==> src/rtl/tcd_pkg.sv <==
`default_nettype none

package tcd_pkg;

	// Default number of columns of the triangular factor.
	localparam int MAX_COLS_DEF = 16;

	localparam int DATA_W = 32;
	localparam int FRAC_W = 16;

	// Request kinds.
	localparam logic [1:0] KIND_WRITE  = 2'd0;
	localparam logic [1:0] KIND_READ   = 2'd1;
	localparam logic [1:0] KIND_SET    = 2'd2;
	localparam logic [1:0] KIND_DELETE = 2'd3;

	// Result kinds.
	localparam logic RESP_READ   = 1'b0;
	localparam logic RESP_DELETE = 1'b1;

	typedef struct packed {
		logic [1:0]               kind;
		logic [7:0]               position;
		logic signed [DATA_W-1:0] value;
		logic [4:0]               count;
		logic [4:0]               column;
	} req_t;

	typedef struct packed {
		logic                     resp_kind;
		logic signed [DATA_W-1:0] read_value;
		logic [4:0]               cols_now;
		logic                     zero_norm;
	} resp_t;

	typedef enum logic [4:0] {
		S_IDLE,
		S_READ_OUT,
		S_COL_RD1,
		S_COL_RD2,
		S_SQ1,
		S_SQ2,
		S_SQ3,
		S_ROOT_GO,
		S_ROOT_WAIT,
		S_DIAG_WR,
		S_DIV1_WAIT,
		S_DIV2_WAIT,
		S_ROT_RDA,
		S_ROT_RDB,
		S_ROT_M1,
		S_ROT_M2,
		S_ROT_M3,
		S_ROT_M4,
		S_ROT_M5,
		S_ROT_W2,
		S_CP_RD,
		S_CP_WR,
		S_DEL_DONE
	} state_t;

	typedef enum logic [1:0] {
		WSRC_REQ,
		WSRC_DIAG,
		WSRC_ROT,
		WSRC_RDATA
	} wsrc_t;

	typedef enum logic [2:0] {
		MUL_T1T1,
		MUL_T2T2,
		MUL_CSA,
		MUL_SNB,
		MUL_SNA,
		MUL_CSB
	} mul_sel_t;

	typedef enum logic [1:0] {
		ACC_HOLD,
		ACC_LOAD,
		ACC_ADD,
		ACC_SUB
	} acc_op_t;

	typedef struct packed {
		logic     rd_en;
		logic     wr_en;
		wsrc_t    wsrc;
		logic     ld_t1;
		logic     ld_t2;
		logic     ld_a;
		logic     ld_b;
		logic     mul_en;
		mul_sel_t mul_sel;
		acc_op_t  acc_op;
		logic     root_start;
		logic     div_start;
		logic     div_sel_t2;
		logic     ld_cs;
		logic     ld_sn;
		logic     cs_unit;
		logic     emit;
		logic     emit_del;
		logic     rd_ok;
		logic [4:0] cols_now;
		logic     zero_norm;
	} ctrl_cmd_t;

	typedef struct packed {
		logic root_done;
		logic div_done;
		logic d_zero;
	} dp_status_t;

endpackage

`default_nettype wire

==> src/rtl/tcd_ctrl.sv <==
`default_nettype none

module tcd_ctrl #(
	parameter int MAX_COLS = tcd_pkg::MAX_COLS_DEF,
	parameter int IDX_W    = $clog2(MAX_COLS * (MAX_COLS + 1) / 2)
) (
	input  wire logic                clk,
	input  wire logic                arst_n,
	input  wire logic                start,
	input  wire tcd_pkg::req_t       req,
	input  wire tcd_pkg::dp_status_t status,
	output logic                     busy,
	output tcd_pkg::ctrl_cmd_t       cmd,
	output logic [IDX_W-1:0]         rd_addr,
	output logic [IDX_W-1:0]         wr_addr
);
	import tcd_pkg::*;

	localparam int TRI = MAX_COLS * (MAX_COLS + 1) / 2;
	localparam int CW  = $clog2(MAX_COLS + 2);
	localparam int NW  = $clog2(MAX_COLS + 1);
	localparam int AW  = $clog2(TRI + 1) + 1;

	state_t        state_q, state_d;
	logic [NW-1:0] active_q, active_d;
	logic          flag_q, flag_d;
	logic          rd_ok_q, rd_ok_d;
	logic [CW-1:0] i_q, i_d, j_q, j_d, r_q, r_d;

	logic [AW-1:0]    tri_i, tri_j, tri_im1;
	logic [IDX_W-1:0] idx_t1, idx_t2, idx_a, idx_b, idx_src, idx_dst, pos_idx;
	logic             pos_ok;
	logic [4:0]       col_eff;
	logic             del_go;
	logic [NW-1:0]    cnt_sat, active_dec;

	function automatic logic [AW-1:0] tri_of(input logic [CW-1:0] n);
		logic [AW-1:0] m;
		m = AW'(n) * AW'(n - CW'(1));
		return m >> 1;
	endfunction

	assign tri_i   = tri_of(i_q);
	assign tri_j   = tri_of(j_q);
	assign tri_im1 = tri_of(i_q - CW'(1));

	assign idx_t1  = IDX_W'(tri_i + AW'(i_q) - AW'(2));
	assign idx_t2  = IDX_W'(tri_i + AW'(i_q) - AW'(1));
	assign idx_a   = IDX_W'(tri_j + AW'(i_q) - AW'(2));
	assign idx_b   = IDX_W'(tri_j + AW'(i_q) - AW'(1));
	assign idx_src = IDX_W'(tri_i + AW'(r_q) - AW'(1));
	assign idx_dst = IDX_W'(tri_im1 + AW'(r_q) - AW'(1));

	assign pos_ok  = (req.position != 8'd0) && (int'(req.position) <= TRI);
	assign pos_idx = IDX_W'(int'(req.position) - 1);

	assign col_eff    = (req.column == 5'd0) ? 5'd1 : req.column;
	assign del_go     = int'(col_eff) < int'(active_q);
	assign cnt_sat    = (int'(req.count) > MAX_COLS) ? NW'(MAX_COLS) : NW'(req.count);
	assign active_dec = (active_q == '0) ? '0 : active_q - NW'(1);

	always_ff @(posedge clk or negedge arst_n) begin
		if (!arst_n) begin
			state_q  <= S_IDLE;
			active_q <= '0;
			flag_q   <= 1'b0;
			rd_ok_q  <= 1'b0;
			i_q      <= '0;
			j_q      <= '0;
			r_q      <= '0;
		end else begin
			state_q  <= state_d;
			active_q <= active_d;
			flag_q   <= flag_d;
			rd_ok_q  <= rd_ok_d;
			i_q      <= i_d;
			j_q      <= j_d;
			r_q      <= r_d;
		end
	end

	always_comb begin
		state_d  = state_q;
		active_d = active_q;
		flag_d   = flag_q;
		rd_ok_d  = rd_ok_q;
		i_d      = i_q;
		j_d      = j_q;
		r_d      = r_q;
		cmd      = '0;
		rd_addr  = '0;
		wr_addr  = '0;
		case (state_q)
			S_IDLE: begin
				if (start) begin
					case (req.kind)
						KIND_WRITE: begin
							cmd.wr_en = pos_ok;
							cmd.wsrc  = WSRC_REQ;
							wr_addr   = pos_idx;
						end
						KIND_READ: begin
							cmd.rd_en = 1'b1;
							rd_addr   = pos_idx;
							rd_ok_d   = pos_ok;
							state_d   = S_READ_OUT;
						end
						KIND_SET: begin
							active_d = cnt_sat;
						end
						default: begin
							flag_d = 1'b0;
							if (del_go) begin
								i_d     = CW'(int'(col_eff) + 1);
								state_d = S_COL_RD1;
							end else begin
								state_d = S_DEL_DONE;
							end
						end
					endcase
				end
			end
			S_READ_OUT: begin
				cmd.emit     = 1'b1;
				cmd.rd_ok    = rd_ok_q;
				cmd.cols_now = 5'(active_q);
				state_d      = S_IDLE;
			end
			S_COL_RD1: begin
				cmd.rd_en = 1'b1;
				rd_addr   = idx_t1;
				state_d   = S_COL_RD2;
			end
			S_COL_RD2: begin
				cmd.rd_en = 1'b1;
				rd_addr   = idx_t2;
				cmd.ld_t1 = 1'b1;
				state_d   = S_SQ1;
			end
			S_SQ1: begin
				cmd.ld_t2   = 1'b1;
				cmd.mul_en  = 1'b1;
				cmd.mul_sel = MUL_T1T1;
				state_d     = S_SQ2;
			end
			S_SQ2: begin
				cmd.mul_en  = 1'b1;
				cmd.mul_sel = MUL_T2T2;
				cmd.acc_op  = ACC_LOAD;
				state_d     = S_SQ3;
			end
			S_SQ3: begin
				cmd.acc_op = ACC_ADD;
				state_d    = S_ROOT_GO;
			end
			S_ROOT_GO: begin
				cmd.root_start = 1'b1;
				state_d        = S_ROOT_WAIT;
			end
			S_ROOT_WAIT: begin
				if (status.root_done) begin
					state_d = S_DIAG_WR;
				end
			end
			S_DIAG_WR: begin
				cmd.wr_en = 1'b1;
				cmd.wsrc  = WSRC_DIAG;
				wr_addr   = idx_t1;
				if (i_q < CW'(active_q)) begin
					if (status.d_zero) begin
						cmd.cs_unit = 1'b1;
						flag_d      = 1'b1;
						j_d         = i_q + CW'(1);
						state_d     = S_ROT_RDA;
					end else begin
						cmd.div_start = 1'b1;
						state_d       = S_DIV1_WAIT;
					end
				end else begin
					r_d     = CW'(1);
					state_d = S_CP_RD;
				end
			end
			S_DIV1_WAIT: begin
				if (status.div_done) begin
					cmd.ld_cs      = 1'b1;
					cmd.div_start  = 1'b1;
					cmd.div_sel_t2 = 1'b1;
					state_d        = S_DIV2_WAIT;
				end
			end
			S_DIV2_WAIT: begin
				cmd.div_sel_t2 = 1'b1;
				if (status.div_done) begin
					cmd.ld_sn = 1'b1;
					j_d       = i_q + CW'(1);
					state_d   = S_ROT_RDA;
				end
			end
			S_ROT_RDA: begin
				cmd.rd_en = 1'b1;
				rd_addr   = idx_a;
				state_d   = S_ROT_RDB;
			end
			S_ROT_RDB: begin
				cmd.rd_en = 1'b1;
				rd_addr   = idx_b;
				cmd.ld_a  = 1'b1;
				state_d   = S_ROT_M1;
			end
			S_ROT_M1: begin
				cmd.ld_b    = 1'b1;
				cmd.mul_en  = 1'b1;
				cmd.mul_sel = MUL_CSA;
				state_d     = S_ROT_M2;
			end
			S_ROT_M2: begin
				cmd.mul_en  = 1'b1;
				cmd.mul_sel = MUL_SNB;
				cmd.acc_op  = ACC_LOAD;
				state_d     = S_ROT_M3;
			end
			S_ROT_M3: begin
				cmd.mul_en  = 1'b1;
				cmd.mul_sel = MUL_SNA;
				cmd.acc_op  = ACC_ADD;
				state_d     = S_ROT_M4;
			end
			S_ROT_M4: begin
				cmd.wr_en   = 1'b1;
				cmd.wsrc    = WSRC_ROT;
				wr_addr     = idx_a;
				cmd.mul_en  = 1'b1;
				cmd.mul_sel = MUL_CSB;
				cmd.acc_op  = ACC_LOAD;
				state_d     = S_ROT_M5;
			end
			S_ROT_M5: begin
				cmd.acc_op = ACC_SUB;
				state_d    = S_ROT_W2;
			end
			S_ROT_W2: begin
				cmd.wr_en = 1'b1;
				cmd.wsrc  = WSRC_ROT;
				wr_addr   = idx_b;
				if (j_q < CW'(active_q)) begin
					j_d     = j_q + CW'(1);
					state_d = S_ROT_RDA;
				end else begin
					r_d     = CW'(1);
					state_d = S_CP_RD;
				end
			end
			S_CP_RD: begin
				cmd.rd_en = 1'b1;
				rd_addr   = idx_src;
				state_d   = S_CP_WR;
			end
			S_CP_WR: begin
				cmd.wr_en = 1'b1;
				cmd.wsrc  = WSRC_RDATA;
				wr_addr   = idx_dst;
				if (r_q < i_q - CW'(1)) begin
					r_d     = r_q + CW'(1);
					state_d = S_CP_RD;
				end else if (i_q < CW'(active_q)) begin
					i_d     = i_q + CW'(1);
					state_d = S_COL_RD1;
				end else begin
					state_d = S_DEL_DONE;
				end
			end
			S_DEL_DONE: begin
				active_d      = active_dec;
				cmd.emit      = 1'b1;
				cmd.emit_del  = 1'b1;
				cmd.cols_now  = 5'(active_dec);
				cmd.zero_norm = flag_q;
				state_d       = S_IDLE;
			end
			default: begin
				state_d = S_IDLE;
			end
		endcase
	end

	assign busy = (state_q != S_IDLE);

	// Two results can never come in adjacent cycles.
	a_emit_gap: assert property (@(posedge clk) disable iff (!arst_n)
		cmd.emit |=> !cmd.emit)
		else $error("result strobes in adjacent cycles");

	// The column under work stays inside the active part of the factor.
	a_col_range: assert property (@(posedge clk) disable iff (!arst_n)
		(state_q == S_COL_RD1 || state_q == S_DIAG_WR || state_q == S_CP_WR)
		|-> (i_q >= CW'(2) && i_q <= CW'(active_q)))
		else $error("column index out of range during delete");

	// Rotation only touches columns right of the current one.
	a_rot_range: assert property (@(posedge clk) disable iff (!arst_n)
		(state_q == S_ROT_RDA) |-> (j_q > i_q && j_q <= CW'(active_q)))
		else $error("rotation column out of range");

	// The count never exceeds the capacity.
	a_active_max: assert property (@(posedge clk) disable iff (!arst_n)
		int'(active_q) <= MAX_COLS)
		else $error("active column count above capacity");

endmodule

`default_nettype wire

==> config.mk <==
export PLATFORM = sky130hd
export DESIGN_NAME = tcd_ctrl
export DESIGN_NICKNAME = d
export VERILOG_FILES = /design/src/rtl/tcd_pkg.sv /design/src/rtl/tcd_ctrl.sv
export SDC_FILE = /design/constraint.sdc
export NUM_CORES = 1
export LEC_CHECK = 0
export BUFFER_PORTS_ARGS = -buffer_cell sky130_fd_sc_hd__buf_2
export CAP_MARGIN = 40
export CELL_PAD_IN_SITES_DETAIL_PLACEMENT = 1
export CELL_PAD_IN_SITES_GLOBAL_PLACEMENT = 2
export CORE_UTILIZATION = 38
export DETAILED_ROUTE_END_ITERATION = 6
export PLACE_DENSITY = 0.89
export SYNTH_ARGS = -nofsm -noshare
export SYNTH_HDL_FRONTEND = slang
export SYNTH_SLANG_ARGS = --single-unit
==> constraint.sdc <==
create_clock -name clk -period 14.27 [get_ports clk]
set_input_delay 2.854 -clock clk [delete_from_list [all_inputs] [get_ports clk]]
set_output_delay 2.854 -clock clk [all_outputs]
set_load 0.005 [all_outputs]
==> After elaboration in Yosys (flattened, before gate mapping) <==
Cells that the tools add are included.
{ "totals": {"elab_cells": 174, "output_inout_bits": 46, "inputBits": 58, "ff_bits": 27} }
{ "op_classes": {"eq_ne": 40, "multipliers": 3, "add_sub_neg": 20, "order_cmp": 6, "muxes": 72, "reduce_logical": 26} }
{ "ops": {"columns": ["cell", "count"], "rows": [
  ["2-to-1 mux 5 bit", 26],
  ["one-hot mux 5 bit (21 select lines)", 1],
  ["one-hot mux 8 bit (6 select lines)", 1],
  ["equality test 5 x 4 -> 1 bit, second input constant", 8],
  ["one-hot mux 5 bit (2 select lines)", 4],
  ["one-hot mux 8 bit (5 select lines)", 1],
  ["subtractor 8 x 1 -> 8 bit, second input constant", 5],
  ["equality test 5 bit, second input constant", 7],
  ["adder 8 x 5 -> 8 bit", 4],
  ["2-to-1 mux 8 bit", 4],
  ["inequality test 2 bit, second input constant", 15],
  ["one-hot mux 5 bit (3 select lines)", 2],
  ["multiplier 6 x 6 -> 9 bit", 3],
  ["one-hot mux 4 bit (6 select lines)", 1],
  ["2-to-1 mux 1 bit", 22],
  ["adder 5 x 1 -> 5 bit, second input constant", 4],
  ["equality test 5 x 3 -> 1 bit, second input constant", 4],
  ["less-than comparator 5 bit", 4],
  ["subtractor 5 x 1 -> 6 bit, second input constant", 3],
  ["subtractor 8 x 2 -> 8 bit, second input constant", 2],
  ["logical NOT 5 bit", 3],
  ["AND reduction 5 bit", 3],
  ["one-hot mux 3 bit (4 select lines)", 1],
  ["equality test 5 x 2 -> 1 bit, second input constant", 2],
  ["other kinds (23)", 37]
]} }

==> Depth between registers and ports, before layout <==
Gate-level depths: netlist of run 1.
{ "depth": {"depth_word": 7, "ltp_mapped": 28, "mapped_depth_nobuf": 28} }

==> Worst setup path after synthesis of run 1 <==
Ideal clock, no wire load.
{ "synth_path": {"path_type": "flip-flop to output port", "startpoint": "register i_q[1]", "endpoint": "output wr_addr[6]", "stages_incl_launch_ff": 25, "t_arrival_ns": 6.544, "required_time_ns": 11.416, "path_buffers": 0, "path_slack_ns": 4.872, "path_cell_list": "dfrtp_1 inv_1 ha_1 inv_1 or3_1 ha_1 inv_1 ha_1 or2_2 fa_1 fa_1 fa_1 fa_1 inv_1 fa_1 inv_1 ha_1 inv_1 ha_1 inv_1 o21bai_1 a21oi_1 xnor2_1 a221o_1 a311o_1"} }
{ "synth_via": {"elab_chain_len": 6, "word_cells_on_any_way": 13, "cone_classes": "add/sub: 10; mul: 2; mux: 1"} }
{ "synth_lines": {"columns": ["element", "line", "rtl"], "rows": [
  ["start, declared", "tcd_ctrl.sv:28", "logic [CW-1:0] i_q, i_d, j_q, j_d, r_q, r_d;"],
  ["start signal, assigned", "tcd_ctrl.sv:76", "i_q <= i_d;"],
  ["subtractor 5 x 1 -> 5 bit", "tcd_ctrl.sv:45", "assign tri_im1 = tri_of(i_q - CW'(1));"],
  ["subtractor 5 x 1 -> 6 bit", "tcd_ctrl.sv:39", "m = AW'(n) * AW'(n - CW'(1));"],
  ["multiplier 6 x 6 -> 9 bit", "tcd_ctrl.sv:39", null],
  ["adder 8 x 5 -> 8 bit", "tcd_ctrl.sv:52", "assign idx_dst = IDX_W'(tri_im1 + AW'(r_q) - AW'(1));"],
  ["subtractor 8 x 1 -> 8 bit", "tcd_ctrl.sv:52", null],
  ["one-hot mux 8 bit (5 select lines) (*)", "tcd_ctrl.sv:93", "case (state_q)"],
  ["end, declared", "tcd_ctrl.sv:15", "output logic [IDX_W-1:0] wr_addr"]
]} }
Mark *: on every way between the ends. The rest lies on a longest branch, timed or not.

==> Worst setup path in the final report of run 1 <==
Ends and elaborated chain as after synthesis.

==> flow_metrics.py, run 1 <==
metrics = {
    "run_status": {
        "status": "finished clean",
    },
    "cts": {
        "cts_resized": 0,
        "htree_levels": 1,
        "postCtsSetupRepairBufs": 0,
        "clkLatencyLatePin_ns": 0.28,
        "clk_pin_slew_ns": 0.08,
        "hold_buffers": 0,
        "cts_root_buf": "clkbuf_16",
        "cts_tree": "yes",
        "cts_made_buffers": 3,
        "clock-sinks": 27,
        "cts_max_path_buffers": 2,
    },
    "final_layout": {
        "area_growth_pct": 8.70,
        "fin_nets": 1224,
        "stdcell_count": 1257,
        "multiInputGateArea_sq_um": 6090,
        "layout_common_cells": "inv_1 (130), ha_1 (126), nor2_1 (84), buf_2 (71), nand2_1 (63)",
        "seq_area_sq_um": 676,
        "diodes": 0,
        "fillerInstances": 2376,
        "final_common_cell": "inv_1",
        "drive_above_1_share_pct": 11.0,
    },
    "routing": {
        "routed_wl_microns": 23100,
        "wl_per_cell_microns": 18.4,
        "via_per_inst": 5.56,
        "dr.pass1.iters": 4,
        "vias": 6986,
        "drtAntennaViolNets": 0,
        "drc": 0,
        "drt_iter0_markers": 273,
    },
    "global_routing": {
        "grt_max_degree": 32,
        "grt.overflow.total": 0,
        "grt_pass1_vias": 7233,
        "grt_pass1_wl_microns": 37500,
        "gr-usage-all-layers_pct": 23.6,
        "antenna_found_initial": 0,
    },
    "worst_setup_path": {
        "critPathArrivalTime_ns": 7.93,
        "crit_type": "reg -> out",
        "slowest_delay_ns": 0.55,
        "r2r-end": "i_q[4]$_DFFE_PN0P_",
        "cp_common_cell": "inv_1",
        "cp-end-kind": "output pin",
        "r2r_slack_ns": 10.25,
        "worstSetupEndpoint": "wr_addr[6]",
        "startpoint_type": "register",
        "cp.required_ns": 11.42,
        "r2r-start": "i_q[1]$_DFFE_PN0P_",
        "cpMaxStageDelayCell": "dfrtp_1",
        "reg2reg_depth": 10,
        "worstSetupStartpoint": "i_q[1]$_DFFE_PN0P_",
        "cp_max_fo": 9,
    },
    "job": {
        "drv_cap": 0,
    },
    "timing": {
        "rsz0062_at_grt": "false",
        "worst_slack_ns": 3.48,
        "skew_ns": 0.00444,
        "fin_crit_ns": 10.79,
        "slew_violations": 0,
        "finalSetupViolCount": 0,
        "relSlewSlack_pct": 39.8,
        "fin_setup_tns_ns": 0,
        "whs_ns": 0.492,
        "worstMarginPinSlew_ns": 0.903,
        "timing.final.crit_share_pct": 75.6,
        "timing.final.hold_violations": 0,
        "fmax_mhz": 92.7,
    },
    "min_path": {
        "hp-class": "reg -> reg",
        "hold_start": "flag_q$_DFFE_PN0P_",
    },
    "yosys": {
        "synth_compound_area_share_pct": 21.3,
        "syn_area_per_cell_sq_um": 7.85,
        "synth_edf_count": 0,
        "synth_fa_ha_area_share_pct": 32.6,
        "ys_seq_area_share_pct": 9.10,
        "synthArstFlopShare_pct": 100,
        "synth.distinct_cells": 80,
        "synth-xor-area-share_pct": 8.63,
        "syn-num-nets": 1172,
        "ys_ff_latch": 27,
        "synthSimpleGateAreaFrac_pct": 18.3,
        "ys.flop_type": "dfrtp_1",
        "synth_warnings": 0,
        "synth_top_family_by_area": "adder cells",
        "synth.cell_area_sq_um": 7420,
        "synthCells": 946,
        "synthMuxAreaShare_pct": 1.28,
    },
    "placed_design": {
        "dp_hpwl_microns": 19000,
        "io_buffers": 71,
        "dp_slack_ns": 3.77,
        "gp_congestion": 0.872,
        "placed_cells": 1253,
    },
    "floorplanning": {
        "initial_core_util_pct": 39.2,
        "die_x_microns": 142,
        "core-area_sq_um": 19000,
        "rows": 50,
        "die_area_sq_um": 20100,
        "ios": 104,
        "chipHeight_microns": 142,
    },
}
==> cells in the mapped netlist, drive strengths merged, types with 6 or more instances <==
cell    count  area share (%)
a211oi      8            0.88
a21o       23             2.3
a21oi      62             4.2
and2        9            0.76
and3        7            0.59
buf         9             1.0
clkbuf     22             1.2
dfrtp      27             9.1
fa         42              11
ha        126              21
inv       130             6.6
nand2      63             3.2
nand2b     16             1.3
nand3      19             1.3
nor2       84             4.2
nor2b      25             2.1
nor3       25             1.9
o211ai      9            0.91
o21a        7            0.71
o21ai      55             3.7
o21bai      6            0.61
o22ai       9            0.76
or3        10            0.93
xnor2      44             5.5
xor2       18             2.2
==> state kept, by name (all words and copies together) (netlist names) <==
signal,flops
flag_q,1
i_q,5
r_q,5
active_q,5
state_q,5
j_q,5
rd_ok_q,1
==> critical path: cells and delay by family, from the launching register on <==
kind	cells	cell delay (ns)
AO/OA/AOI/OAI	4	0.93
XOR/XNOR	1	0.16
adder cells (fa/ha/maj)	10	4.31
buffers and inverters	8	1.08
flip-flops	1	0.55
AND/OR/NAND/NOR	2	0.63
==> through the flow <==
step	util (%)	cell area, sq um
floorplan	-	7420
global placement	42.0	7970
detailed placement	42.1	7990
CTS	42.6	8070
global route	42.6	8070
finish	42.6	8070
==> per-layer routing <==
layer	track usage, %	wire length (microns)	share of wire (%)	vias up
li1	-	-	-	3360
met1	30.3	10500	46	3485
met2	42.9	11500	50	120
met3	1.65	660	2.9	21
met4	5.55	388	1.7	0
met5	0	0	0	-
==> cell type report <==
type / count / area share [%]
Timing Repair Buffer: 78 / 5.05
Sequential cell: 27 / 8.37
Clock buffer: 3 / 0.930
Inverter: 130 / 6.05
Tap cell: 260 / 4.03
Multi-Input combinational cell: 758 / 75.5
Clock inverter: 1 / 0.0930
==> kinds of logic (layout without fill, tap and decap cells) <==
| kind of cell | Yosys count | in the layout |
|---|---|---|
| buffers and inverters | 161 | 212 |
| DFF | 27 | 27 |
| muxes | 9 | 9 |
| xor gates and xnor gates | 65 | 65 |
| and+or+nand+nor | 278 | 278 |
| AOI/OAI and AO/OA | 238 | 238 |
| adders and majority gates | 168 | 168 |
==> worst min path at each step <==
stage | depth (start not counted) | endpoint
5_1_grt | 1 | flag_q$_DFFE_PN0P_
3_3_place_gp | 2 | rd_ok_q$_DFFE_PN0P_
3_5_place_dp | 2 | rd_ok_q$_DFFE_PN0P_
4_1_cts | 2 | rd_ok_q$_DFFE_PN0P_
2_1_floorplan | 2 | rd_ok_q$_DFFE_PN0P_
6_report | 1 | flag_q$_DFFE_PN0P_
Power of run 1 is not shown: default switching activity piles up to over one toggle a cycle in this logic, so the estimate is an artifact.
==> run 2: changes to the inputs <==
- CORE_UTILIZATION: 38 -> 32
- PLACE_DENSITY: 0.89 -> 0.8
- clock period: 14.27 -> 9.4 ns (I/O delays scaled with it)
==> run 2 against run 1 <==
Critical endpoint unchanged. Critical path type unchanged. Sequential cell count unchanged. Setup slack lost 3.1 ns. Die area is 18% higher. Utilization fell by 6.5 points. Routed wire length rose by 1.3%.
==> flow_metrics.py, run 2 (same netlist as run 1, synthesis figures left out) <==
metrics = {
    "run_status": {
        "status": "finished clean",
    },
    "placed_design": {
        "dp_hpwl_microns": 19600,
        "dp_slack_ns": 0.659,
        "gp_congestion": 0.855,
        "io_buffers": 71,
        "placed_cells": 1290,
    },
    "cts": {
        "clkLatencyLatePin_ns": 0.28,
        "htree_levels": 1,
        "clk_pin_slew_ns": 0.08,
        "cts_max_path_buffers": 2,
        "cts_made_buffers": 3,
        "cts_resized": 0,
        "cts_root_buf": "clkbuf_16",
        "hold_buffers": 0,
        "postCtsSetupRepairBufs": 0,
        "clock-sinks": 27,
        "cts_tree": "yes",
    },
    "global_routing": {
        "gr-usage-all-layers_pct": 19.9,
        "grt_pass1_vias": 7136,
        "grt.overflow.total": 0,
        "gr-usage-met1_pct": 27.4,
        "gr-usage-met3_pct": 1.49,
        "grt_pass1_wl_microns": 37600,
        "grt_busiest_layer": "met2",
        "grt_max_degree": 32,
        "antenna_found_initial": 0,
        "use_met2_pct": 34.9,
    },
    "worst_setup_path": {
        "crit_type": "reg -> out",
        "cp_common_cell": "inv_1",
        "worstSetupStartpoint": "i_q[1]$_DFFE_PN0P_",
        "cp.required_ns": 7.52,
        "cpMaxStageDelayCell": "fa_1",
        "cp_max_fo": 5,
        "cp-end-kind": "output pin",
        "reg2reg_depth": 12,
        "r2r-end": "i_q[3]$_DFFE_PN0P_",
        "r2r_slack_ns": 5.96,
        "worst-path-stages": 25,
        "slowest_delay_ns": 0.54,
        "cp_num_buf_inv": 8,
        "critical-path-top-delay-family": "adder cells",
        "critPathArrivalTime_ns": 7.11,
        "r2r-start": "i_q[1]$_DFFE_PN0P_",
        "worstSetupEndpoint": "wr_addr[6]",
        "startpoint_type": "register",
    },
    "floorplanning": {
        "die_area_sq_um": 23800,
        "rows": 55,
        "core-area_sq_um": 22700,
        "initial_core_util_pct": 32.7,
        "ios": 104,
        "die_x_microns": 154,
        "chipHeight_microns": 154,
    },
    "final_layout": {
        "stdcell_count": 1294,
        "diodes": 0,
        "fillerInstances": 2854,
        "seq_area_sq_um": 676,
        "final_common_cell": "inv_1",
        "fin_nets": 1236,
        "multiInputGateArea_sq_um": 6090,
        "drive_above_1_share_pct": 12.1,
        "area_growth_pct": 10.3,
        "layout_common_cells": "inv_1 (130), ha_1 (126), nor2_1 (84), buf_2 (71), nand2_1 (63)",
    },
    "timing": {
        "timing.final.crit_share_pct": 95.7,
        "rsz0062_at_grt": "false",
        "skew_ns": 0.00744,
        "fmax_mhz": 111,
        "slew_violations": 0,
        "worstMarginPinSlew_ns": 0.796,
        "whs_ns": 0.476,
        "timing.final.hold_violations": 0,
        "relSlewSlack_pct": 46.8,
        "finalSetupViolCount": 0,
        "fin_setup_tns_ns": 0,
        "worst_slack_ns": 0.407,
        "fin_crit_ns": 8.99,
    },
    "routing": {
        "drc": 0,
        "routed_wl_microns": 23400,
        "drtAntennaViolNets": 0,
        "dr.pass1.iters": 4,
        "drt_iter0_markers": 315,
        "vias": 6931,
        "wl_per_cell_microns": 18.1,
        "via_per_inst": 5.36,
    },
    "min_path": {
        "hold_depth": 1,
        "hp-class": "reg -> reg",
    },
    "job": {
        "drv_cap": 0,
    },
}
==> run 2: per-layer routing <==
metal | routed length, microns | vias up
met1 | 11300 | 3421
met3 | 833 | 12
met4 | 169 | 0
met5 | 0 | -
li1 | - | 3392
met2 | 11100 | 106
==> run 2: cell type report <==
cell class                 count  share of cell area, %
clock buffer                   3                  0.916
clock inverter                 1                 0.0916
inverter                     130                   5.96
multi-input combinational    758                   74.4
sequential                    27                   8.25
tap                          285                   4.35
timing repair buffer          90                   6.08
==> run 2: worst min path at each step <==
stage | slack (ns) | start | endpoint
CTS | 0.48 | flag_q$_DFFE_PN0P_ | flag_q$_DFFE_PN0P_
global placement | 0.46 | rd_ok_q$_DFFE_PN0P_ | rd_ok_q$_DFFE_PN0P_
detailed placement | 0.46 | flag_q$_DFFE_PN0P_ | flag_q$_DFFE_PN0P_
floorplan | 0.44 | rd_ok_q$_DFFE_PN0P_ | rd_ok_q$_DFFE_PN0P_
finish | 0.48 | flag_q$_DFFE_PN0P_ | flag_q$_DFFE_PN0P_
global route | 0.52 | flag_q$_DFFE_PN0P_ | flag_q$_DFFE_PN0P_
==> run 2: through the flow <==
stage                     cell area [sq um]  util [%]
final                                  8190      36.1
after global routing                   8190      36.1
after CTS                              8190      36.1
after detailed placement               8110      35.7
after global placement                 8100      35.7
after floorplan                        7420         -
Power of run 2 is left out for the same reason.
==> run 3: changes to the inputs <==
- BUFFER_PORTS_ARGS: -buffer_cell sky130_fd_sc_hd__buf_2 -> not set
- CORE_UTILIZATION: 32 -> 35
- DONT_BUFFER_PORTS: not set -> 1
- GPL_TIMING_DRIVEN: not set -> 0
- HOLD_SLACK_MARGIN: not set -> 0.03
- PLACE_DENSITY: 0.8 -> 0.78
==> run 3 against run 2 <==
First-iteration DRC count shrank 17%. Fmax shrank 1.5%. Cell area shrank 3.0%. Via count shrank 2.8%. Register-to-register slack gained 0.19 ns. Routed wire length grew 3.6%. Non-clock buffer count shrank 53. Setup slack lost 0.14 ns.
==> flow_metrics.py, run 3 (same netlist as run 1, synthesis figures left out) <==
metrics = {
    "worst_setup_path": {
        "worstSetupStartpoint": "i_q[0]$_DFFE_PN0P_",
        "r2r-start": "i_q[0]$_DFFE_PN0P_",
        "reg2reg_depth": 12,
        "r2r-end": "r_q[3]$_DFFE_PN0P_",
        "crit_type": "reg -> out",
        "cp.required_ns": 7.52,
        "critPathArrivalTime_ns": 7.25,
        "startpoint_type": "register",
        "r2r_slack_ns": 6.15,
        "cp_max_fo": 7,
        "worstSetupEndpoint": "wr_addr[6]",
        "cp-end-kind": "output pin",
    },
    "final_layout": {
        "fillerInstances": 2526,
        "fin_nets": 1183,
        "multiInputGateArea_sq_um": 6130,
        "diodes": 0,
        "drive_above_1_share_pct": 6.17,
        "fin_area_sq_um": 7950,
        "area_growth_pct": 7.04,
        "layout_common_cells": "inv_1 (128), ha_1 (124), nor2_1 (84), nand2_1 (63), a21oi_1 (61)",
        "final_common_cell": "inv_1",
        "seq_area_sq_um": 678,
    },
    "run_status": {
        "status": "finished clean",
    },
    "timing": {
        "slew_violations": 0,
        "fin_crit_ns": 9.13,
        "worstMarginPinSlew_ns": 0.729,
        "timing.final.hold_violations": 0,
        "worst_slack_ns": 0.269,
        "timing.final.crit_share_pct": 97.1,
        "relSlewSlack_pct": 51.3,
        "fmax_mhz": 110,
        "finalSetupViolCount": 0,
        "whs_ns": 0.515,
        "fin_setup_tns_ns": 0,
        "skew_ns": 0.00519,
    },
    "floorplanning": {
        "rows": 52,
        "die_area_sq_um": 21800,
        "chipHeight_microns": 148,
        "ios": 104,
        "core-area_sq_um": 20500,
        "initial_core_util_pct": 36.2,
        "die_x_microns": 148,
    },
    "routing": {
        "drt_iter0_markers": 263,
        "routed_wl_microns": 24200,
        "vias": 6737,
        "drtAntennaViolNets": 0,
        "wl_per_cell_microns": 19.7,
        "dr.pass1.iters": 4,
        "drc": 0,
        "via_per_inst": 5.50,
    },
    "placed_design": {
        "gp_congestion": 0.888,
        "dp_hpwl_microns": 20200,
        "dpl_cell_area_sq_um": 7770,
        "io_buffers": 0,
        "dp_slack_ns": -0.00941,
    },
    "global_routing": {
        "grt.overflow.total": 0,
        "gr-usage-all-layers_pct": 22.5,
        "grt_max_degree": 28,
        "grt_pass1_wl_microns": 38000,
        "grt_pass1_vias": 6819,
        "antenna_found_initial": 0,
    },
    "cts": {
        "hold_buffers": 0,
        "cts_made_buffers": 3,
        "clock-sinks": 27,
        "htree_levels": 1,
        "cts_root_buf": "clkbuf_16",
        "cts_tree": "yes",
        "clk_pin_slew_ns": 0.08,
        "cts_max_path_buffers": 2,
        "clkLatencyLatePin_ns": 0.27,
    },
    "min_path": {
        "hold_depth": 2,
        "hp-class": "reg -> reg",
    },
    "job": {
        "drv_cap": 0,
    },
}
[run 3: cell types whose count changed in the layout (fill, tap and decap cells not counted), sizes merged]
cell,previous run,this run
buf,90,18
clkbuf,3,22
clkinvlp,1,2
inv,130,129
[run 3: through the flow]
| step | utilization (%) | instances |
|---|---|---|
| after floorplan | - | 946 |
| after global placement | 37.9 | 1216 |
| after detailed placement | 37.9 | 1217 |
| after CTS | 38.5 | 1222 |
| after global routing | 38.8 | 1226 |
| final | 38.8 | 1226 |
[run 3: area by class of cell]
type,count,area share [%]
well taps,270,4.25
flip-flops and latches,27,8.53
plain buffers,29,2.09
multi-input cells,758,77.1
repair buffers,8,0.756
clock buffers,3,0.945
inverters,130,6.22
clock inverters,1,0.0945
[run 3: repair_timing]
item,4_1_cts,5_1_grt
setup endpoints to repair,3,2
buffers inserted,1,6
gates resized for setup,7,10
[run 3: worst min path at each step]
stage / to / slack, ns / from
after global routing: rd_ok_q$_DFFE_PN0P_ / 0.56 / rd_ok_q$_DFFE_PN0P_
after CTS: rd_ok_q$_DFFE_PN0P_ / 0.51 / rd_ok_q$_DFFE_PN0P_
after detailed placement: rd_ok_q$_DFFE_PN0P_ / 0.49 / rd_ok_q$_DFFE_PN0P_
after floorplan: rd_ok_q$_DFFE_PN0P_ / 0.44 / rd_ok_q$_DFFE_PN0P_
final: rd_ok_q$_DFFE_PN0P_ / 0.52 / rd_ok_q$_DFFE_PN0P_
after global placement: rd_ok_q$_DFFE_PN0P_ / 0.48 / rd_ok_q$_DFFE_PN0P_
[run 3: worst max-delay path, cell delays in order (launching register included)]
cell and delay [ns]:
dfrtp_2 0.47, inv_4 0.14, ha_2 0.24, inv_1 0.06, or3_1 0.31, ha_2 0.42
inv_1 0.15, ha_1 0.37, or2_2 0.30, fa_1 0.49, fa_1 0.53, fa_1 0.51
fa_1 0.51, inv_1 0.07, fa_1 0.54, inv_1 0.04, ha_1 0.26, inv_1 0.04
ha_1 0.29, inv_1 0.09, o21bai_1 0.09, a21oi_1 0.19, xnor2_1 0.14, a221o_1 0.35
a311o_1 0.37
[run 3: routing by layer]
| metal | up-vias | wire length, microns | track usage, % |
|---|---|---|---|
| li1 | 3282 | - | - |
| met2 | 118 | 11500 | 38.3 |
| met1 | 3329 | 11700 | 31.7 |
| met5 | - | 0 | 0 |
| met3 | 8 | 891 | 2.10 |
| met4 | 0 | 126 | 2.27 |
Power of run 3 is left out for the same reason.
